**src/hw/rtl/isort_pkg.sv**
```systemverilog
// Shared types and defaults for the insertion sorter.
// Holds the channel payload structs and the cell-to-cell link types.
// No dependencies.
package isort_pkg;

  localparam int unsigned DepthDef = 32;
  localparam int unsigned ValueW   = 32;

  typedef struct packed {
    logic signed [ValueW-1:0] value;
    logic                     last;
  } isort_in_t;

  typedef struct packed {
    logic signed [ValueW-1:0] sorted_value;
    logic                     end_of_set;
    logic                     overflow;
  } isort_out_t;

  // What a cell shows its neighbours
  typedef struct packed {
    logic signed [ValueW-1:0] value;
    logic                     valid;
    logic                     greater;
  } isort_link_t;

  // Broadcast control shared by every cell
  typedef struct packed {
    logic                     insert;
    logic                     shift_out;
    logic signed [ValueW-1:0] value;
  } isort_ctrl_t;

endpackage

```
**src/hw/rtl/isort_cell.sv**
```systemverilog
// One slot of the sorted chain: holds a value and its valid bit.
// Inserts by compare-and-shift right, drains by shifting left.
// Depends on isort_pkg.
module isort_cell import isort_pkg::*; (
  input  logic        clk_i,
  input  logic        rst_ni,
  input  isort_ctrl_t ctrl_i,
  input  isort_link_t left_i,
  input  isort_link_t right_i,
  output isort_link_t link_o
);

  logic signed [ValueW-1:0] val_q, val_d;
  logic                     valid_q, valid_d;
  logic                     greater;

  assign greater = valid_q && (val_q > ctrl_i.value);

  always_comb begin
    val_d   = val_q;
    valid_d = valid_q;
    if (ctrl_i.insert) begin
      // Move right if the new value sorts before us, or fill the first free slot
      if (greater || (left_i.valid && !valid_q)) begin
        val_d   = left_i.greater ? left_i.value : ctrl_i.value;
        valid_d = 1'b1;
      end
    end else if (ctrl_i.shift_out) begin
      val_d   = right_i.value;
      valid_d = right_i.valid;
    end
  end

  always_ff @(posedge clk_i or negedge rst_ni) begin
    if (!rst_ni) begin
      valid_q <= 1'b0;
    end else begin
      valid_q <= valid_d;
    end
  end

  always_ff @(posedge clk_i) begin
    val_q <= val_d;
  end

  assign link_o = '{value: val_q, valid: valid_q, greater: greater};

endmodule

```
**src/hw/rtl/insertion_sorter.sv**
```systemverilog
// Stable insertion sorter: a chain of Depth compare-and-shift cells.
// Loading: one value per cycle outside a drain, inserted in the same cycle it transfers.
// Output: the transfer marked last sets the drain flag, and each pop registers the head
// value into the output register; the n stored values stream out one per cycle from the
// head cell while the output does not stall, and the input is stalled for the whole drain.
// Reset empties the chain and clears the drain and overflow flags at once.
module insertion_sorter import isort_pkg::*; #(
  parameter int unsigned Depth = DepthDef
) (
  input  logic       clk_i,
  input  logic       rst_ni,
  input  logic       in_valid_i,
  output logic       in_stall_o,
  input  isort_in_t  in_data_i,
  output logic       out_valid_o,
  input  logic       out_stall_i,
  output isort_out_t out_data_o
);

  isort_link_t links [Depth];
  isort_ctrl_t ctrl;

  logic       drain_q;
  logic       ovf_q;
  logic       out_valid_q;
  isort_out_t out_q;
  logic       in_xfer, full, pop;

  assign full    = links[Depth-1].valid;
  assign in_xfer = in_valid_i && !drain_q;
  assign pop     = drain_q && (!out_valid_q || !out_stall_i);

  assign ctrl = '{insert: in_xfer && !full, shift_out: pop, value: in_data_i.value};

  for (genvar i = 0; i < Depth; i++) begin : g_cell
    isort_link_t left, right;
    if (i == 0) begin : g_head
      assign left = '{value: '0, valid: 1'b1, greater: 1'b0};
    end else begin : g_mid
      assign left = links[i-1];
    end
    if (i == Depth - 1) begin : g_tail
      assign right = '{value: '0, valid: 1'b0, greater: 1'b0};
    end else begin : g_body
      assign right = links[i+1];
    end
    isort_cell u_cell (
      .clk_i   (clk_i),
      .rst_ni  (rst_ni),
      .ctrl_i  (ctrl),
      .left_i  (left),
      .right_i (right),
      .link_o  (links[i])
    );
  end

  always_ff @(posedge clk_i or negedge rst_ni) begin
    if (!rst_ni) begin
      drain_q     <= 1'b0;
      ovf_q       <= 1'b0;
      out_valid_q <= 1'b0;
    end else begin
      if (in_xfer) begin
        if (full) ovf_q <= 1'b1;
        if (in_data_i.last) drain_q <= 1'b1;
      end
      if (pop) begin
        out_valid_q <= 1'b1;
        // Last stored value leaves: close the set
        if (!links[1].valid) begin
          drain_q <= 1'b0;
          ovf_q   <= 1'b0;
        end
      end else if (out_valid_q && !out_stall_i) begin
        out_valid_q <= 1'b0;
      end
    end
  end

  always_ff @(posedge clk_i) begin
    if (pop) begin
      out_q <= '{sorted_value: links[0].value,
                 end_of_set:   !links[1].valid,
                 overflow:     ovf_q};
    end
  end

  assign in_stall_o  = drain_q;
  assign out_valid_o = out_valid_q;
  assign out_data_o  = out_q;

  // A drain always has a head value to send
  assert property (@(posedge clk_i) disable iff (!rst_ni)
    drain_q |-> links[0].valid)
    else $error("drain with empty head cell");

  // Sending the final value ends the drain
  assert property (@(posedge clk_i) disable iff (!rst_ni)
    (pop && !links[1].valid) |=> !drain_q && !links[0].valid)
    else $error("drain did not end after final value");

  // An accepted insert always leaves the head occupied
  assert property (@(posedge clk_i) disable iff (!rst_ni)
    ctrl.insert |=> links[0].valid)
    else $error("insert left head cell empty");

  // Overflow is only raised when a transfer meets a full chain
  assert property (@(posedge clk_i) disable iff (!rst_ni)
    $rose(ovf_q) |-> $past(in_xfer && full))
    else $error("overflow flag raised without a drop");

endmodule
```
**config.mk**
```make
export PLATFORM = sky130hd
export DESIGN_NAME = insertion_sorter
export DESIGN_NICKNAME = d
export VERILOG_FILES = /design/src/hw/rtl/isort_pkg.sv /design/src/hw/rtl/isort_cell.sv /design/src/hw/rtl/insertion_sorter.sv
export SDC_FILE = /design/constraint.sdc
export NUM_CORES = 2
export LEC_CHECK = 0
export BUFFER_PORTS_ARGS = -buffer_cell sky130_fd_sc_hd__buf_2
export CORE_ASPECT_RATIO = 0.6
export CORE_MARGIN = 1.5
export CORE_UTILIZATION = 45
export DETAILED_ROUTE_END_ITERATION = 16
export PLACE_DENSITY = 0.64
export SLEW_MARGIN = 25
export SYNTH_ARGS = -nofsm -noshare
export SYNTH_HDL_FRONTEND = slang
export SYNTH_SLANG_ARGS = --single-unit
```
**constraint.sdc**
```tcl
create_clock -name clk_i -period 16.48 [get_ports clk_i]
set_input_delay 3.296 -clock clk_i [delete_from_list [all_inputs] [get_ports clk_i]]
set_output_delay 3.296 -clock clk_i [all_outputs]
set_load 0.02 [all_outputs]
```
; ---- Word level (Yosys, flattened, before mapping)
; Cells that the tools add are included.
[totals]
latch_bits = 0
rom_bits = 0
out_inout_bits = 36
wordCells = 536
n_memories = 0
reg_bits = 1093
input_bits = 37
ram_bits = 0
[op_classes]
n_addsub = 0
eq_ne = 32
n_lt_le_gt_ge = 32
div = 0
bitwise = 0
n_mul = 0
reduce_logical = 169
shift = 0
muxes = 233
[op_table]
columns = cell, count
row1 = $mux 32, 127
row2 = $gt 32x32->1, 32
row3 = $mux 1, 106
row4 = $logic_and 1x1->1, 67
row5 = $ne 2x1->1 const B, 32
row6 = $reduce_and 2->1, 32
row7 = $logic_not 1->1, 35
row8 = $logic_or 1x1->1, 33
row9 = $reduce_bool 2->1, 2

; ---- Logic depth before layout (Yosys ltp)
[depth]
ltp_word = 5
depth_mapped = 12

; ---- By module
; From an unflattened synthesis, not the netlist that was laid out.
[hier_totals]
hier_cells = 8914
hier_area_um2 = 82813.2
[modules_own_cells]
columns = module, seq_area_each_um2, cells_per_inst, area_each_um2, instances
row1 = isort_cell, 985.9, 277, 2551.2, 32
row2 = insertion_sorter, 1096.1, 50, 1174.9, 1

; ---- Least setup slack after synthesis
; Ideal clock, no wire load.
[synth_path]
path_kind = input to register
startpoint = input port in_data_i[32] (netlist name)
endpoint = register g_cell[0].u_cell.val_q[0], enable pin
arrival_time_ns = 8.047
setup_slack_ns = 7.967
cell_stages = 12
setup_ns = 0.466
cell_sequence = clkbuf_1 inv_1 ha_1 nand4_1 nor4_1 nand2_1 nor3_1 or3_1 buf_2 buf_4 a21boi_0 o21ai_0
[synth_between]
elab_chain_cells = 5
[synth_rtl]
columns = element, line_no
row1 = "start, declared", insertion_sorter.sv:14  ; input isort_in_t in_data_i,
row2 = $gt 32x32->1, isort_cell.sv:17  ; assign greater = valid_q && (val_q > ctrl_i.value);
row3 = $logic_and 1x1->1, isort_cell.sv:17
row4 = $logic_or 1x1->1, isort_cell.sv:24  ; if (greater || (left_i.valid && !valid_q)) begin
row5 = $ne 2x1->1 (no line), --
row6 = $reduce_and 2->1 (no line), --
row7 = "end signal, assigned", isort_cell.sv:43  ; val_q <= val_d;
row8 = "end, declared", isort_cell.sv:13  ; logic signed [ValueW-1:0] val_q, val_d;
; Every way passes these cells.
; A chain may end at the register's enable or synchronous reset.

; ---- Final worst setup path
[layout_path]
startpoint = input port in_data_i[25] (netlist name)
endpoint = register g_cell[15].u_cell.val_q[8], enable pin
[layout_between]
elab_chain_cells = 5
[layout_rtl]
columns = element, line_no
row1 = $gt 32x32->1, isort_cell.sv:17
row2 = $logic_and 1x1->1, isort_cell.sv:17
row3 = $logic_or 1x1->1, isort_cell.sv:24
row4 = $ne 2x1->1 (no line), --
row5 = $reduce_and 2->1 (no line), --
row6 = "end signal, assigned", isort_cell.sv:43
row7 = "end, declared", isort_cell.sv:13
; Every way passes these cells.

==> flow_summary_export.csv <==
group,metric,value,unit
critical_path,worstRegToRegCells,8,
worst_hold_path,hold_path.class,"flop to flop",
clock_tree,cts_buffers,113,
detailed_routing,firstDrtPassIters,9,
power_and_ir_drop,p_comb_share,50.2,%
worst_hold_path,hp-start,"ovf_q",
detailed_routing,wl_met3,60480,µm
flow_run,maxCapViolCount,0,
grt,grt_pass1_vias,68000,
sta,fmax,123.0,MHz
power_and_ir_drop,power_leakage,32.82,nW
floorplan,io_pins,73,
critical_path,critPathKind,"input port to flop",
floorplan,initial_core_util,45.50,%
floorplan,dieArea,177700,µm²
worst_hold_path,holdPathStages,0,
clock_tree,clockBufferDepth,3,
clock_tree,cts.repair.resized,0,
grt,gr-total-overflow,0,
detailed_routing,via_count,73830,
grt,grt_max_degree,244,
critical_path,timing.critical_path.max_delay_family,"buffers and inverters",
clock_tree,clkSinkCount,1093,
yosys,syn_area_per_cell,10.01,µm²
floorplan,die_h,327.2,µm
yosys,yosys_warnings,0,
critical_path,crit_fanout,33,
grt,track_usage,37.60,%
critical_path,end_kind,"flop",
sta,worstMarginPinSlew,1.157,ns
sta,fin_setup_tns,0,ns
clock_tree,root_buffer,"clkbuf_16",
critical_path,rrSetupSlack,11.46,ns
sta,hold_violations,0,
status,status,"finished, final reports clean",
sta,fin_crit,8.133,ns
sta,finClkSkew,0.04532,ns
clock_tree,cts_tree,"yes",
sta,hold-worst-slack,0.4505,ns
placement,gp_congestion,1.070,
sta,fin_crit_sh,49.35,%
detailed_routing,wl_met1,137500,µm
critical_path,path_cells,"buf_2 > inv_2 > buf_4 > ha_1 > nand4_1 > or4_1 > or2_2 > a41oi_1 > a311o_2 > o211ai_1 > buf_4",
yosys,synthesis.nets,8903,
detailed_routing,routed_via_density,7.332,
floorplan,num_rows,118,
layout,num-nets-final,8650,
yosys,ys.flop_type,"edfxtp_1",
clock_tree,htreeDepth,3,
power_and_ir_drop,seq_power_share,34.9,%
power_and_ir_drop,clkPwrFrac,14.9,%
sta,rsz0062_at_grt,"false",
critical_path,crit_buf_inv,4,
clock_tree,cts.clk_slew.worst_paths,0.06,ns
yosys,netlist_instances,7874,
critical_path,start_kind,"input port",
floorplan,die_w,543.2,µm
critical_path,path_common_cell,"buf_4",
worst_hold_path,hold-path-endpoint,"out_data_o[0]",
clock_tree,post_cts_buffers,0,
sta,finalMaxSlewViolations,0,
grt,grt_pass1_wl,485000,µm
detailed_routing,drt.antenna.violating_nets,0,
detailed_routing,drc,0,
power_and_ir_drop,max-vdd-ir-drop,0.2740,mV
critical_path,rr_startpoint,"g_cell[31].u_cell.valid_q",
layout,drive_above_1_share,7.622,%
detailed_routing,wl,346200,µm
power_and_ir_drop,total_power,0.01902,W
critical_path,required,16.94,ns
layout,layout-area-overhead-vs-synth,8.047,%
yosys,synth_edf_count,1058,
power_and_ir_drop,switching_power,0.009120,W
clock_tree,cts_hold_buf,0,
power_and_ir_drop,powerDensity,223.4,nW/µm²
clock_tree,clkLatencyLatePin,0.77,ns
yosys,synth-seq-area-share,41.43,%
yosys,synthArstFlopShare,3.202,%
yosys,ys_ff_latch,1093,
critical_path,crit-reg2reg-capture,"g_cell[12].u_cell.val_q[26]",
placement,port-buffer-count,72,
critical_path,slowest_stage,"a311o_2",
grt,antenna_found_initial,45,
critical_path,slowest_delay,0.79,ns
yosys,netlist_area,78800,µm²
detailed_routing,wl_met2,132200,µm
floorplan,core,173200,µm²
power_and_ir_drop,intPower,0.009902,W
detailed_routing,drt_iter0_markers,12350,
placement,hpwl,248400,µm
power_and_ir_drop,swShare,47.94,%
detailed_routing,wl_per_cell,34.38,µm
detailed_routing,top_layer,"met5",
sta,max_slew_margin,22.67,%
yosys,yosys.cell_types.count,74,
sta,finalSetupViolCount,0,
critical_path,worst_ep_arrival_time,8.59,ns
==> routing by layer <==
| layer | vias up | global-route usage, % |
|---|---|---|
| met2 | 5796 | 49.31 |
| met3 | 966 | 18.46 |
| met1 | 35920 | 52.00 |
| li1 | 31100 | - |
| met4 | 58 | 13.89 |
| met5 | - | 4.029 |
==> synthesized netlist by cell type (8+ instances only) <==
cell type / count / area (µm²)
nand4_1: 1169 / 7313
edfxtp_1: 1058 / 31770
ha_1: 992 / 12410
inv_1: 964 / 3618
o221ai_1: 806 / 7059
nand2_1: 484 / 1817
a21oi_1: 461 / 2307
clkbuf_1: 425 / 1595
o21ai_0: 257 / 1286
buf_2: 193 / 965.9
o211ai_1: 192 / 1441
nor2_1: 91 / 341.6
nand3_1: 67 / 335.3
or4_1: 63 / 473.0
nand2b_1: 47 / 294.0
a41oi_1: 38 / 332.8
dfrtp_1: 35 / 875.8
a22oi_1: 33 / 247.7
mux2i_1: 33 / 330.3
nor2b_1: 32 / 200.2
o221ai_2: 29 / 435.4
nor3_1: 27 / 135.1
a31oi_1: 26 / 162.7
a2111o_1: 22 / 247.7
nor4_1: 22 / 137.6
a221oi_1: 21 / 183.9
o21bai_1: 20 / 150.1
a211o_1: 19 / 166.4
nor4bb_1: 19 / 190.2
o41ai_1: 19 / 166.4
a311oi_1: 18 / 157.7
o41a_1: 18 / 202.7
and4_1: 15 / 131.4
buf_4: 15 / 112.6
nand3b_1: 13 / 97.59
a21boi_0: 11 / 82.58
o21a_1: 11 / 82.58
a21o_1: 10 / 75.07
o2bb2ai_1: 8 / 70.07
o41ai_2: 8 / 130.1
==> cell usage in the layout (no fill, tap or decap), drive strengths merged, types with 13 or more instances in the layout <==
cell	Yosys	final
a2111o	22	22
a211o	19	19
a21oi	462	462
a221oi	21	21
a22oi	33	33
a311oi	18	18
a31oi	26	26
a41oi	38	38
and4	15	15
buf	220	276
bufinv	0	17
clkbuf	425	143
clkinv	1	44
dfrtp	35	35
diode	0	15
edfxtp	1058	1058
ha	992	992
inv	964	966
mux2i	33	33
nand2	484	484
nand2b	47	47
nand3	67	67
nand3b	13	13
nand4	1170	1170
nor2	94	94
nor2b	32	32
nor3	27	27
nor4	22	22
nor4bb	19	19
o211ai	193	193
o21ai	261	261
o21bai	20	20
o221ai	835	835
o41a	18	18
o41ai	27	27
or4	63	63
==> area by class of cell <==
| cell class | count | area, µm² |
|---|---|---|
| Antenna cell | 15 | 37.54 |
| Tap cell | 2340 | 2928 |
| Timing Repair Buffer | 277 | 2009 |
| Fill cell | 15700 | 88040 |
| Clock buffer | 142 | 3038 |
| Inverter | 965 | 3625 |
| Clock inverter | 67 | 820.8 |
| Sequential cell | 1093 | 32650 |
| Multi-Input combinational cell | 5171 | 40040 |
==> worst max path at each step <==
stage | slack [ns] | depth (start not counted) | end | startpoint
2_1_floorplan | 7.97 | 12 | g_cell[0].u_cell.val_q[0] | in_data_i[32]
3_3_place_gp | 7.92 | 11 | g_cell[17].u_cell.val_q[8] | in_data_i[12]
3_5_place_dp | 7.94 | 11 | g_cell[15].u_cell.val_q[10] | in_data_i[25]
4_1_cts | 8.70 | 11 | g_cell[15].u_cell.val_q[24] | in_data_i[25]
5_1_grt | 8.50 | 11 | g_cell[15].u_cell.val_q[24] | in_data_i[25]
6_report | 8.35 | 11 | g_cell[15].u_cell.val_q[8] | in_data_i[25]
==> kinds of logic (layout without fill, tap and decap cells) <==
kind of cell	count (synthesis)	after routing	share of synthesized area (%)
other	0	15	0
adders and majority gates	992	992	15.75
muxes	33	33	0.4192
DFF	1093	1093	41.43
AOI/OAI and AO/OA	2075	2075	19.56
and+or+nand+nor	2071	2071	14.74
buffers and inverters	1610	1451	8.104
==> through the flow <==
step,cell area [µm²],std cells,util (%),setup slack [ns]
CTS,85070,10050,49.12,8.705
floorplan,78800,7874,-,7.967
global placement,81210,9843,46.89,7.924
finish,85150,10070,49.16,8.347
global route,85120,10060,49.15,8.501
detailed placement,81210,9844,46.89,7.937
==> state kept, by name, summed over array words and instances, names as in the netlist <==
| signal | count |
|---|---|
| out_data_o | 34 |
| ovf_q | 1 |
| in_stall_o | 1 |
| g_cell.u_cell.valid_q | 32 |
| g_cell.u_cell.val_q | 1024 |
| out_valid_o | 1 |
==> power groups by stage <==
stage	Sequential (W)	Combinational (W)	Clock, W
floorplan	0.00615	0.00589	0
global placement	0.00659	0.00874	0
detailed placement	0.00662	0.00902	0
CTS	0.00657	0.00905	0.00282
global route	0.00675	0.0102	0.00292
finish	0.00664	0.00955	0.00283
Note: power is estimated with default switching activity, not from simulation.
